### src/rtl/core/sle_pkg.sv
`default_nettype none

package sle_pkg;

  localparam int DataW      = 32;
  localparam int FieldW     = 6;
  localparam int MaxResults = 32;

  localparam logic [FieldW-1:0] FoundNone = '1;

  typedef enum logic [3:0] {
    ActPushFront  = 4'd0,
    ActPushBack   = 4'd1,
    ActInsertAt   = 4'd2,
    ActPopFront   = 4'd3,
    ActPopBack    = 4'd4,
    ActEraseAt    = 4'd5,
    ActFind       = 4'd6,
    ActRemoveOne  = 4'd7,
    ActRemoveAll  = 4'd8,
    ActDump       = 4'd9
  } action_e;

  typedef enum logic [2:0] {
    StOk       = 3'd0,
    StFull     = 3'd1,
    StEmpty    = 3'd2,
    StBadPos   = 3'd3,
    StNotFound = 3'd4
  } status_e;

endpackage

`default_nettype wire

### src/rtl/core/sequential_list_engine_top.sv
// channel  | handshake          | payload
// ---------+--------------------+------------------------------------------------
// command  | start_i / busy_o   | action_i, position_i, value_i
// result   | strobe_o (1 cycle) | status_o, found_index_o, element_value_o,
//          |                    | element_count_o, last_o
//
// Checks that fail (full, empty, bad position), unknown actions and pop back
// answer in the cycle after the item. Insert, erase, pop front, find, remove and
// dump walk through the single-port-pair element memory, one entry per cycle,
// between the given position (or the front) and the end of the list.
// Dump emits one element per cycle. Reset empties the list; memory is not cleared.
// Results cannot be stalled.
`default_nettype none

module sequential_list_engine_top
  import sle_pkg::*;
#(
  parameter int LIST_DEPTH = 32
) (
  input  wire logic                     clk_i,
  input  wire logic                     rst_ni,
  input  wire logic                     start_i,
  output logic                          busy_o,
  input  wire logic [3:0]               action_i,
  input  wire logic [FieldW-1:0]        position_i,
  input  wire logic signed [DataW-1:0]  value_i,
  output logic                          strobe_o,
  output logic [2:0]                    status_o,
  output logic signed [FieldW-1:0]      found_index_o,
  output logic signed [DataW-1:0]       element_value_o,
  output logic [FieldW-1:0]             element_count_o,
  output logic                          last_o
);

  localparam int AW   = $clog2(LIST_DEPTH);
  localparam int CW   = $clog2(LIST_DEPTH + 1);
  localparam int CMPW = (CW > FieldW) ? CW : FieldW;

  typedef enum logic [1:0] {SIdle, SShUp, SWrVal, SWalk} state_e;
  typedef enum logic [2:0] {WkErase, WkFind, WkRmOne, WkRmAll, WkDump} walk_e;

  state_e state_q, state_d;
  walk_e  mode_q, mode_d;

  logic [CW-1:0]     cnt_q, cnt_d, r_q, r_d, j_q, j_d, lim_q, lim_d;
  logic [AW-1:0]     p_q, p_d, pos_q, pos_d, di_q, di_d, fi_q, fi_d;
  logic              dv_q, dv_d, hit_q, hit_d;
  logic [DataW-1:0]  val_q, val_d;

  logic              strobe_q, strobe_d, last_q, last_d;
  logic [2:0]        status_q, status_d;
  logic [FieldW-1:0] fidx_q, fidx_d, ecnt_q, ecnt_d;
  logic [DataW-1:0]  elem_q, elem_d;

  logic              ram_we;
  logic [AW-1:0]     ram_waddr, ram_raddr;
  logic [DataW-1:0]  ram_wdata, rdata;

  logic [CMPW-1:0]   cnt_w, pos_w, ipos_w;
  logic              match, drop, fin, writes;
  action_e           act;

  sle_ram #(
    .Width(DataW),
    .Depth(LIST_DEPTH)
  ) u_ram (
    .clk_i  (clk_i),
    .we_i   (ram_we),
    .waddr_i(ram_waddr),
    .wdata_i(ram_wdata),
    .raddr_i(ram_raddr),
    .rdata_o(rdata)
  );

  always_comb begin
    state_d  = state_q;
    mode_d   = mode_q;
    cnt_d    = cnt_q;
    r_d      = r_q;
    j_d      = j_q;
    lim_d    = lim_q;
    p_d      = p_q;
    pos_d    = pos_q;
    di_d     = di_q;
    fi_d     = fi_q;
    dv_d     = dv_q;
    hit_d    = hit_q;
    val_d    = val_q;
    strobe_d = 1'b0;
    last_d   = 1'b1;
    status_d = StOk;
    fidx_d   = '0;
    ecnt_d   = FieldW'(cnt_q);
    elem_d   = '0;

    ram_we    = 1'b0;
    ram_waddr = j_q[AW-1:0];
    ram_wdata = rdata;
    ram_raddr = r_q[AW-1:0];

    act    = action_e'(action_i);
    cnt_w  = CMPW'(cnt_q);
    pos_w  = CMPW'(position_i);
    ipos_w = pos_w;
    if (act == ActPushFront) begin
      ipos_w = '0;
    end else if (act == ActPushBack) begin
      ipos_w = cnt_w;
    end

    match  = (rdata == val_q);
    drop   = ((mode_q == WkErase) && (di_q == pos_q)) ||
             (((mode_q == WkRmOne) || (mode_q == WkFind)) && match && !hit_q) ||
             ((mode_q == WkRmAll) && match);
    writes = (mode_q == WkErase) || (mode_q == WkRmOne) || (mode_q == WkRmAll);
    fin    = dv_q && ((CW'(di_q) + CW'(1)) == lim_q);

    unique case (state_q)
      SIdle: begin
        if (start_i) begin
          strobe_d = 1'b1;
          val_d    = value_i;
          r_d      = '0;
          j_d      = '0;
          dv_d     = 1'b0;
          hit_d    = 1'b0;
          lim_d    = cnt_q;
          case (act)
            ActPushFront, ActPushBack, ActInsertAt: begin
              if (cnt_q == CW'(LIST_DEPTH)) begin
                status_d = StFull;
              end else if (ipos_w > cnt_w) begin
                status_d = StBadPos;
              end else begin
                strobe_d  = 1'b0;
                pos_d     = AW'(ipos_w);
                p_d       = AW'(cnt_q - CW'(1));
                ram_raddr = AW'(cnt_q - CW'(1));
                state_d   = (ipos_w == cnt_w) ? SWrVal : SShUp;
              end
            end
            ActPopFront, ActEraseAt: begin
              if (cnt_q == '0) begin
                status_d = StEmpty;
              end else if ((act == ActEraseAt) && (pos_w >= cnt_w)) begin
                status_d = StBadPos;
              end else begin
                strobe_d = 1'b0;
                pos_d    = (act == ActEraseAt) ? AW'(pos_w) : '0;
                r_d      = (act == ActEraseAt) ? CW'(pos_w) : '0;
                j_d      = (act == ActEraseAt) ? CW'(pos_w) : '0;
                mode_d   = WkErase;
                state_d  = SWalk;
              end
            end
            ActPopBack: begin
              if (cnt_q == '0) begin
                status_d = StEmpty;
              end else begin
                cnt_d  = cnt_q - CW'(1);
                ecnt_d = FieldW'(cnt_q - CW'(1));
              end
            end
            ActFind, ActRemoveOne, ActRemoveAll, ActDump: begin
              if (cnt_q == '0) begin
                status_d = StEmpty;
                fidx_d   = (act == ActFind) ? FoundNone : '0;
              end else begin
                strobe_d = 1'b0;
                state_d  = SWalk;
                unique case (act)
                  ActFind:      mode_d = WkFind;
                  ActRemoveOne: mode_d = WkRmOne;
                  ActRemoveAll: mode_d = WkRmAll;
                  default:      mode_d = WkDump;
                endcase
                if ((act == ActDump) && (cnt_w > CMPW'(MaxResults))) begin
                  lim_d = CW'(MaxResults);
                end
              end
            end
            default: begin
            end
          endcase
        end
      end

      SShUp: begin
        ram_we    = 1'b1;
        ram_waddr = p_q + AW'(1);
        ram_wdata = rdata;
        if (p_q > pos_q) begin
          ram_raddr = p_q - AW'(1);
          p_d       = p_q - AW'(1);
        end else begin
          state_d = SWrVal;
        end
      end

      SWrVal: begin
        ram_we    = 1'b1;
        ram_waddr = pos_q;
        ram_wdata = val_q;
        cnt_d     = cnt_q + CW'(1);
        strobe_d  = 1'b1;
        ecnt_d    = FieldW'(cnt_q + CW'(1));
        state_d   = SIdle;
      end

      SWalk: begin
        if (r_q < lim_q) begin
          r_d  = r_q + CW'(1);
          dv_d = 1'b1;
          di_d = r_q[AW-1:0];
        end else begin
          dv_d = 1'b0;
        end
        if (dv_q) begin
          if (mode_q == WkDump) begin
            strobe_d = 1'b1;
            elem_d   = rdata;
            last_d   = fin;
          end else if (drop) begin
            if (!hit_q) begin
              fi_d = di_q;
            end
            hit_d = 1'b1;
          end else if (writes) begin
            ram_we = 1'b1;
            j_d    = j_q + CW'(1);
          end
        end
        if (fin) begin
          state_d = SIdle;
          if (mode_q != WkDump) begin
            strobe_d = 1'b1;
            if (writes) begin
              cnt_d  = j_d;
              ecnt_d = FieldW'(j_d);
            end
            if ((mode_q != WkErase) && !hit_d) begin
              status_d = StNotFound;
            end
            if (mode_q == WkFind) begin
              fidx_d = hit_d ? FieldW'(fi_d) : FoundNone;
            end
          end
        end
      end

      default: begin
        state_d = SIdle;
      end
    endcase
  end

  always_ff @(posedge clk_i or negedge rst_ni) begin
    if (!rst_ni) begin
      state_q  <= SIdle;
      mode_q   <= WkErase;
      cnt_q    <= '0;
      r_q      <= '0;
      j_q      <= '0;
      lim_q    <= '0;
      dv_q     <= 1'b0;
      hit_q    <= 1'b0;
      strobe_q <= 1'b0;
      last_q   <= 1'b0;
      status_q <= StOk;
      fidx_q   <= '0;
      ecnt_q   <= '0;
      elem_q   <= '0;
    end else begin
      state_q  <= state_d;
      mode_q   <= mode_d;
      cnt_q    <= cnt_d;
      r_q      <= r_d;
      j_q      <= j_d;
      lim_q    <= lim_d;
      dv_q     <= dv_d;
      hit_q    <= hit_d;
      strobe_q <= strobe_d;
      last_q   <= last_d;
      status_q <= status_d;
      fidx_q   <= fidx_d;
      ecnt_q   <= ecnt_d;
      elem_q   <= elem_d;
    end
  end

  always_ff @(posedge clk_i) begin
    p_q   <= p_d;
    pos_q <= pos_d;
    di_q  <= di_d;
    fi_q  <= fi_d;
    val_q <= val_d;
  end

  assign busy_o          = (state_q != SIdle);
  assign strobe_o        = strobe_q;
  assign status_o        = status_q;
  assign found_index_o   = fidx_q;
  assign element_value_o = elem_q;
  assign element_count_o = ecnt_q;
  assign last_o          = last_q;

endmodule

`default_nettype wire

### src/rtl/core/sle_ram.sv
`default_nettype none

module sle_ram #(
  parameter int Width = 32,
  parameter int Depth = 32
) (
  input  wire logic                     clk_i,
  input  wire logic                     we_i,
  input  wire logic [$clog2(Depth)-1:0] waddr_i,
  input  wire logic [Width-1:0]         wdata_i,
  input  wire logic [$clog2(Depth)-1:0] raddr_i,
  output logic      [Width-1:0]         rdata_o
);

  logic [Width-1:0] mem_q [Depth];

  always_ff @(posedge clk_i) begin
    if (we_i) begin
      mem_q[waddr_i] <= wdata_i;
    end
    rdata_o <= mem_q[raddr_i];
  end

endmodule

`default_nettype wire

### config.mk
export PLATFORM = sky130hd
export DESIGN_NAME = sequential_list_engine_top
export DESIGN_NICKNAME = d
export VERILOG_FILES = /design/src/rtl/core/sle_pkg.sv /design/src/rtl/core/sequential_list_engine_top.sv /design/src/rtl/core/sle_ram.sv
export SDC_FILE = /design/constraint.sdc
export NUM_CORES = 2
export LEC_CHECK = 0
export CAP_MARGIN = 5
export CORE_ASPECT_RATIO = 0.9
export CORE_MARGIN = 4
export CORE_UTILIZATION = 47
export CTS_CLUSTER_SIZE = 30
export DETAILED_ROUTE_END_ITERATION = 6
export DONT_BUFFER_PORTS = 1
export PLACE_DENSITY = 0.65
export SLEW_MARGIN = 15
export SYNTH_ARGS = -nofsm -noshare
export SYNTH_HDL_FRONTEND = slang
export SYNTH_HIERARCHICAL = 1
export SYNTH_SLANG_ARGS = --single-unit
### constraint.sdc
create_clock -name clk_i -period 5 [get_ports clk_i]
set_clock_uncertainty 0.05 [all_clocks]
set_input_delay 1 -clock clk_i [delete_from_list [all_inputs] [get_ports clk_i]]
set_output_delay 1 -clock clk_i [all_outputs]
set_load 0.01 [all_outputs]
Word-level counts from Yosys, hierarchy flattened. Memories as Yosys holds them, arrays and structs flattened. A register that Yosys moved wholly into a read port is not among the register bits. Cells that the tools add are included.

Add/subtract/negate cells: 7. Order comparisons: 5. Eq/ne operators: 45. Muxes and demuxes: 117. Reduce and logical (&&, ||, !) cells: 40.

Operators with widths (number): 6-bit 2-to-1 mux (29); 32-bit 2-to-1 mux (4); 5-bit 2-to-1 mux (19); 5-bit one-hot mux with 2 select lines (4); 6-bit one-hot mux with 2 select lines (3); 32-bit == test (1); 2-bit 2-to-1 mux (15); 2-bit inequality test (second input constant) (15); 1-bit 2-to-1 mux (25); 6-bit by 1-bit adder with 6-bit output (second input constant) (3); 3-bit 2-to-1 mux (6); 3-bit inequality test (second input constant) (6); 6-bit one-hot mux with 3 select lines (1); 4-bit by 3-bit == test with 1-bit output (second input constant) (4); 7-bit AND reduction (2); 6-bit == test (2); 2-bit one-hot mux with 3 select lines (2); 3-bit one-hot mux with 2 select lines (2); 6-bit AND reduction (2); 2-bit nonzero test (5); 3-bit one-hot mux with 3 select lines (1); 9-bit AND reduction (1); 4-bit by 2-bit == test with 1-bit output (second input constant) (2); 4-bit == test (second input constant) (2); other kinds (36) (58).

Flip-flop bits (word level): 126. RAM bits: 1024. Input bits: 45. Output and inout port bits: 50. Word-level logic and storage cells: 233. Memories kept: 1.

Memory list: u_ram.mem_q (depth 32, width 32, rd ports 1, clocked after Yosys merged registers in 1, wr ports 1, line sle_ram.sv:15) `logic [Width-1:0] mem_q [Depth];`.

Depth between registers and ports, before layout.
Depth after elaboration: 16. Mapped depth: 22. Gate-level depth less buffers: 18.

Hierarchy. The synthesis kept the hierarchy.

By module, submodules not included: sle_ram (times used 1, cells each 2260, area each 40492.6 um^2, sequential area each 31390.1 um^2); sequential_list_engine_top (times used 1, cells each 701, area each 7269.5 um^2, sequential area each 3413.3 um^2).

Worst setup path after synthesis. Ideal clock, no wire load.

Kind: in2reg. From: in action_i[1]. To: reg u_ram.rdata_o[25], read port of u_ram.mem_q. Library setup time: 124 ps. Arrival time: 4900 ps. Required time: 4826 ps. Slack: -74 ps. Stages on the path: 21. Buffers on the path: 5. Cell sequence: clkbuf_1 -> inv_1 -> nand2_1 -> nor3_1 -> a22o_1 -> ha_1 -> a21o_1 -> a21oi_1 -> nor2b_1 -> o32ai_1 -> nand4_1 -> or2_2 -> o221ai_1 -> buf_4 -> buf_6 -> buf_6 -> buf_6 -> mux2i_1 -> a22oi_1 -> a31oi_1 -> nand3_1.

Cells in the longest elaborated chain, start to end: 9. Elaborated cells between the ends (all ways): 12. Classes of those cells: 1 x order compare; 2 x eq/ne; 7 x mux; 2 x reduce/logical.

Ends and longest elaborated chain: from (decl) (line sequential_list_engine_top.sv:24) `input wire logic [3:0] action_i,`; 4-bit by 1-bit == test with 1-bit output (line sequential_list_engine_top.sv:107, sequential_list_engine_top.sv:128); 6-bit 2-to-1 mux (line sequential_list_engine_top.sv:107) `end else if (act == ActPushBack) begin`; 6-bit 2-to-1 mux (line sequential_list_engine_top.sv:105) `if (act == ActPushFront) begin`; 6-bit > comparator (line sequential_list_engine_top.sv:132) `end else if (ipos_w > cnt_w) begin`; 5-bit 2-to-1 mux (line sequential_list_engine_top.sv:132); 5-bit 2-to-1 mux (line sequential_list_engine_top.sv:130) `if (cnt_q == CW'(LIST_DEPTH)) begin`; 5-bit 2-to-1 mux (*) (line sequential_list_engine_top.sv:128) `case (act)`; 5-bit 2-to-1 mux (*) (line sequential_list_engine_top.sv:120) `if (start_i) begin`; 5-bit one-hot mux with 2 select lines (*) (line sequential_list_engine_top.sv:118) `unique case (state_q)`; named net ram_raddr[0] (line sequential_list_engine_top.sv:56) `logic [AW-1:0] ram_waddr, ram_raddr;`; to (decl) (line sle_ram.sv:12) `output logic [Width-1:0] rdata_o`.

The timed path passes the listed nets; every way through them passes the cells marked *. A chain may end at the register's enable or synchronous reset.

==> impl_metrics.ini <==
[cts]
clkLatencyLatePin_ns = 0.71
cts_resized = 0
clkTransAtPathRegs_ns = 0.07
clock_path_buffers = 3
cts-root-buf = clkbuf_16
cts_tree = yes
htreeDepth = 3
post-cts-setup-buffers = 0
numCtsBuffers = 115
clock-sinks = 1182
cts_hold_buf = 1

[timing]
drv_slew = 0
slew_headroom_pct = 23.8
fin_crit_ns = 4.79
worst_pin_slew_ns = 1.14
rsz0062_at_grt = false
setup_violations = 0
finalCritPeriodShare_pct = 95.8
fmax_ghz = 0.209
hold_violations = 0

[worst_setup_path]
critPathBufInv = 3
critPathKind = reg -> reg
worst-path-max-fanout = 25
critical_path.most_common_cell = buf_12
arrival_ns = 5.27
cp.required_ns = 5.48
critPathCaptureType = flip-flop
crit_family = compound AO/OA/AOI/OAI gates
critPathLaunch = element_count_o[3]
start_kind = flip-flop
slowest_delay_ns = 0.71
r2r_start = element_count_o[3]
path_cells = inv_1, ha_1, a21o_1, a21oi_1, nor2b_1, o32ai_1, nand4_1, or2_2, o221ai_4, buf_12, buf_12, mux2i_1, a22o_1, nor3_1, a31oi_1, nand3_1
crit_slowest_cell = dfrtp_1

[yosys]
yosysSeqAreaShare_pct = 72.9
yosysWarnings = 6
syn-num-nets = 3041
yosysTopAreaCellShare_pct = 67.6
synth_area_per_cell_sq_um = 16.1
synth_area_leader_cell = edfxtp_1
ys.flop_type = edfxtp_1
synthCells = 2961
synth_area_leaders = edfxtp_1, mux2i_1, dfrtp_1, a22oi_1, a22o_1
syn_area_sq_um = 47800
synth-compound-area-share_pct = 6.10
async_reset_ff_share_pct = 6.26
muxShareOfSynthArea_pct = 12.0
synth-simple-area-share_pct = 4.90
synthXorXnorAreaFrac_pct = 1.08
synth_edf_count = 1076
synth_top_family_by_area = multiplexers
synth.distinct_cells = 69
synth_adder_area_share_pct = 0.917
ys_ff_latch = 1182

[floorplanning]
die_h_um = 310
die-area_sq_um = 107000
rows = 110
initial_core_util_pct = 47.5
die_w_um = 344
core_area_sq_um = 100000
ioPinCount = 95

[global_routing]
grt_pass1_vias = 26860
grt_start_max_net_pins = 75
antenna_found_initial = 1
grtUsageTotal_pct = 23.7
grt_pass1_wl_um = 184000
overflow = 0

[job]
maxCapViolCount = 0

[detailed_routing]
num_vias = 27324
drc_errors = 0
drt_iter0_drc = 2826
routed_wl_um = 128000
drt_pass1_iterations = 5
postRouteAntennaNets = 0
routed_via_density = 5.97
drt-wirelength-per-cell_um = 28.0

[place]
place_congestion = 0.880
place_hpwl_um = 75000
io_buffers = 0
dp_cells = 4359

[final_layout]
final_cells = 4580
area_growth_pct = 15.4
fin_nets = 3214
utilization_pct = 54.9
num_antenna_cells = 0
drive_above_1_share_pct = 15.3

[min_path]
hold_class = in -> async

[run_status]
status = completed

[power]
vdd_drop_max_mv = 0.522
p_per_area_nw_per_um2 = 745
p_leak_nw = 19.3
power_mw = 41.1
==> flip-flops by register name, indices dropped and copies added (netlist names) <==
name             cells
last_o               1
di_q                 5
element_value_o     32
p_q                  5
hit_q                1
u_ram/rdata_o       32
strobe_o             1
element_count_o      6
dv_q                 1
u_ram/mem_q       1024
val_q               32
mode_q               3
status_o             3
lim_q                6
r_q                  6
j_q                  6
state_q              2
found_index_o        6
pos_q                5
fi_q                 5
==> metrics by stage <==
step / hold slack [ns] / worst slack (ns) / instance area [sq um] / setup TNS [ns]
CTS: 0.121 / 0.329 / 55100 / 0
finish: 0.117 / 0.211 / 55100 / 0
detailed placement: 0.433 / -0.328 / 51100 / -6.61
floorplan: 0.400 / 0.0757 / 47800 / 0
global placement: 0.424 / -0.294 / 51100 / -5.23
global route: 0.157 / 0.0670 / 55100 / 0
==> power breakdown <==
part | internal (mW) | switching (mW) | total (mW)
clock | 5.19 | 3.71 | 8.90
combinational | 6.66 | 10.7 | 17.4
sequential | 14.0 | 0.778 | 14.8
==> final cells by class <==
class                      count  area (sq um)
fill                        7811         45300
sequential                  1182         34800
multi-input combinational   1580         12200
clock buffer                 154          3240
timing repair buffer         212          2320
tap                         1344          1680
clock inverter                65           713
inverter                      43           161
==> logic make-up (layout without fill, tap and decap cells) <==
logic type,Yosys count,in the layout
AO/OA/AOI/OAI,434,434
AND/OR/NAND/NOR,486,486
XOR/XNOR,59,59
multiplexers,566,566
adder cells (fa/ha/maj),35,35
buffers and inverters,199,474
flip-flops,1182,1182
==> cells in the mapped netlist (all sizes together), types with 10 or more instances <==
cell    number
a21oi      129
a22o        75
a22oi      106
a31oi       36
and2        38
buf         91
clkbuf      65
dfrtp       74
dfxtp       32
edfxtp    1076
ha          35
inv         43
mux2        37
mux2i      529
nand2      141
nand3      118
nor2        80
nor3        46
nor4        10
o21ai       37
xnor2       22
xor2        37
==> final timing paths <==
path	cells after the start	slack (ns)	endpoint
setup / recovery	16	0.21	u_ram/rdata_o[9]
hold / removal	1	0.12	j_q[4]
setup reg to reg	16	0.21	u_ram/rdata_o[9]
hold reg to reg	2	0.45	lim_q[5]
max in group asynchronous	1	4.36	element_value_o[25]
min in group clk_i	0	0.33	val_q[2]
==> placed cells by master, fill, tap and decap left out, types with 45 or more instances in the layout <==
cell type,n
nand3_1,117
clkbuf_16,118
mux2i_1,529
edfxtp_1,1076
a22o_1,75
a22oi_1,106
buf_4,155
nand2_1,140
dfrtp_1,74
nor2_1,45
a21oi_1,129
buf_12,55
==> routing by layer <==
layer  GRT usage (%)  part of all wire, %  up-vias  routed length (um)
met3            3.75                  7.6      239                9780
met4            7.58                  3.3        0                4290
met2            38.9                   47     1142               60900
li1                -                    -    11842                   -
met5               0                    0        -                   0
met1            32.8                   42    14101               53200
Power figures use the tool's default switching activity.
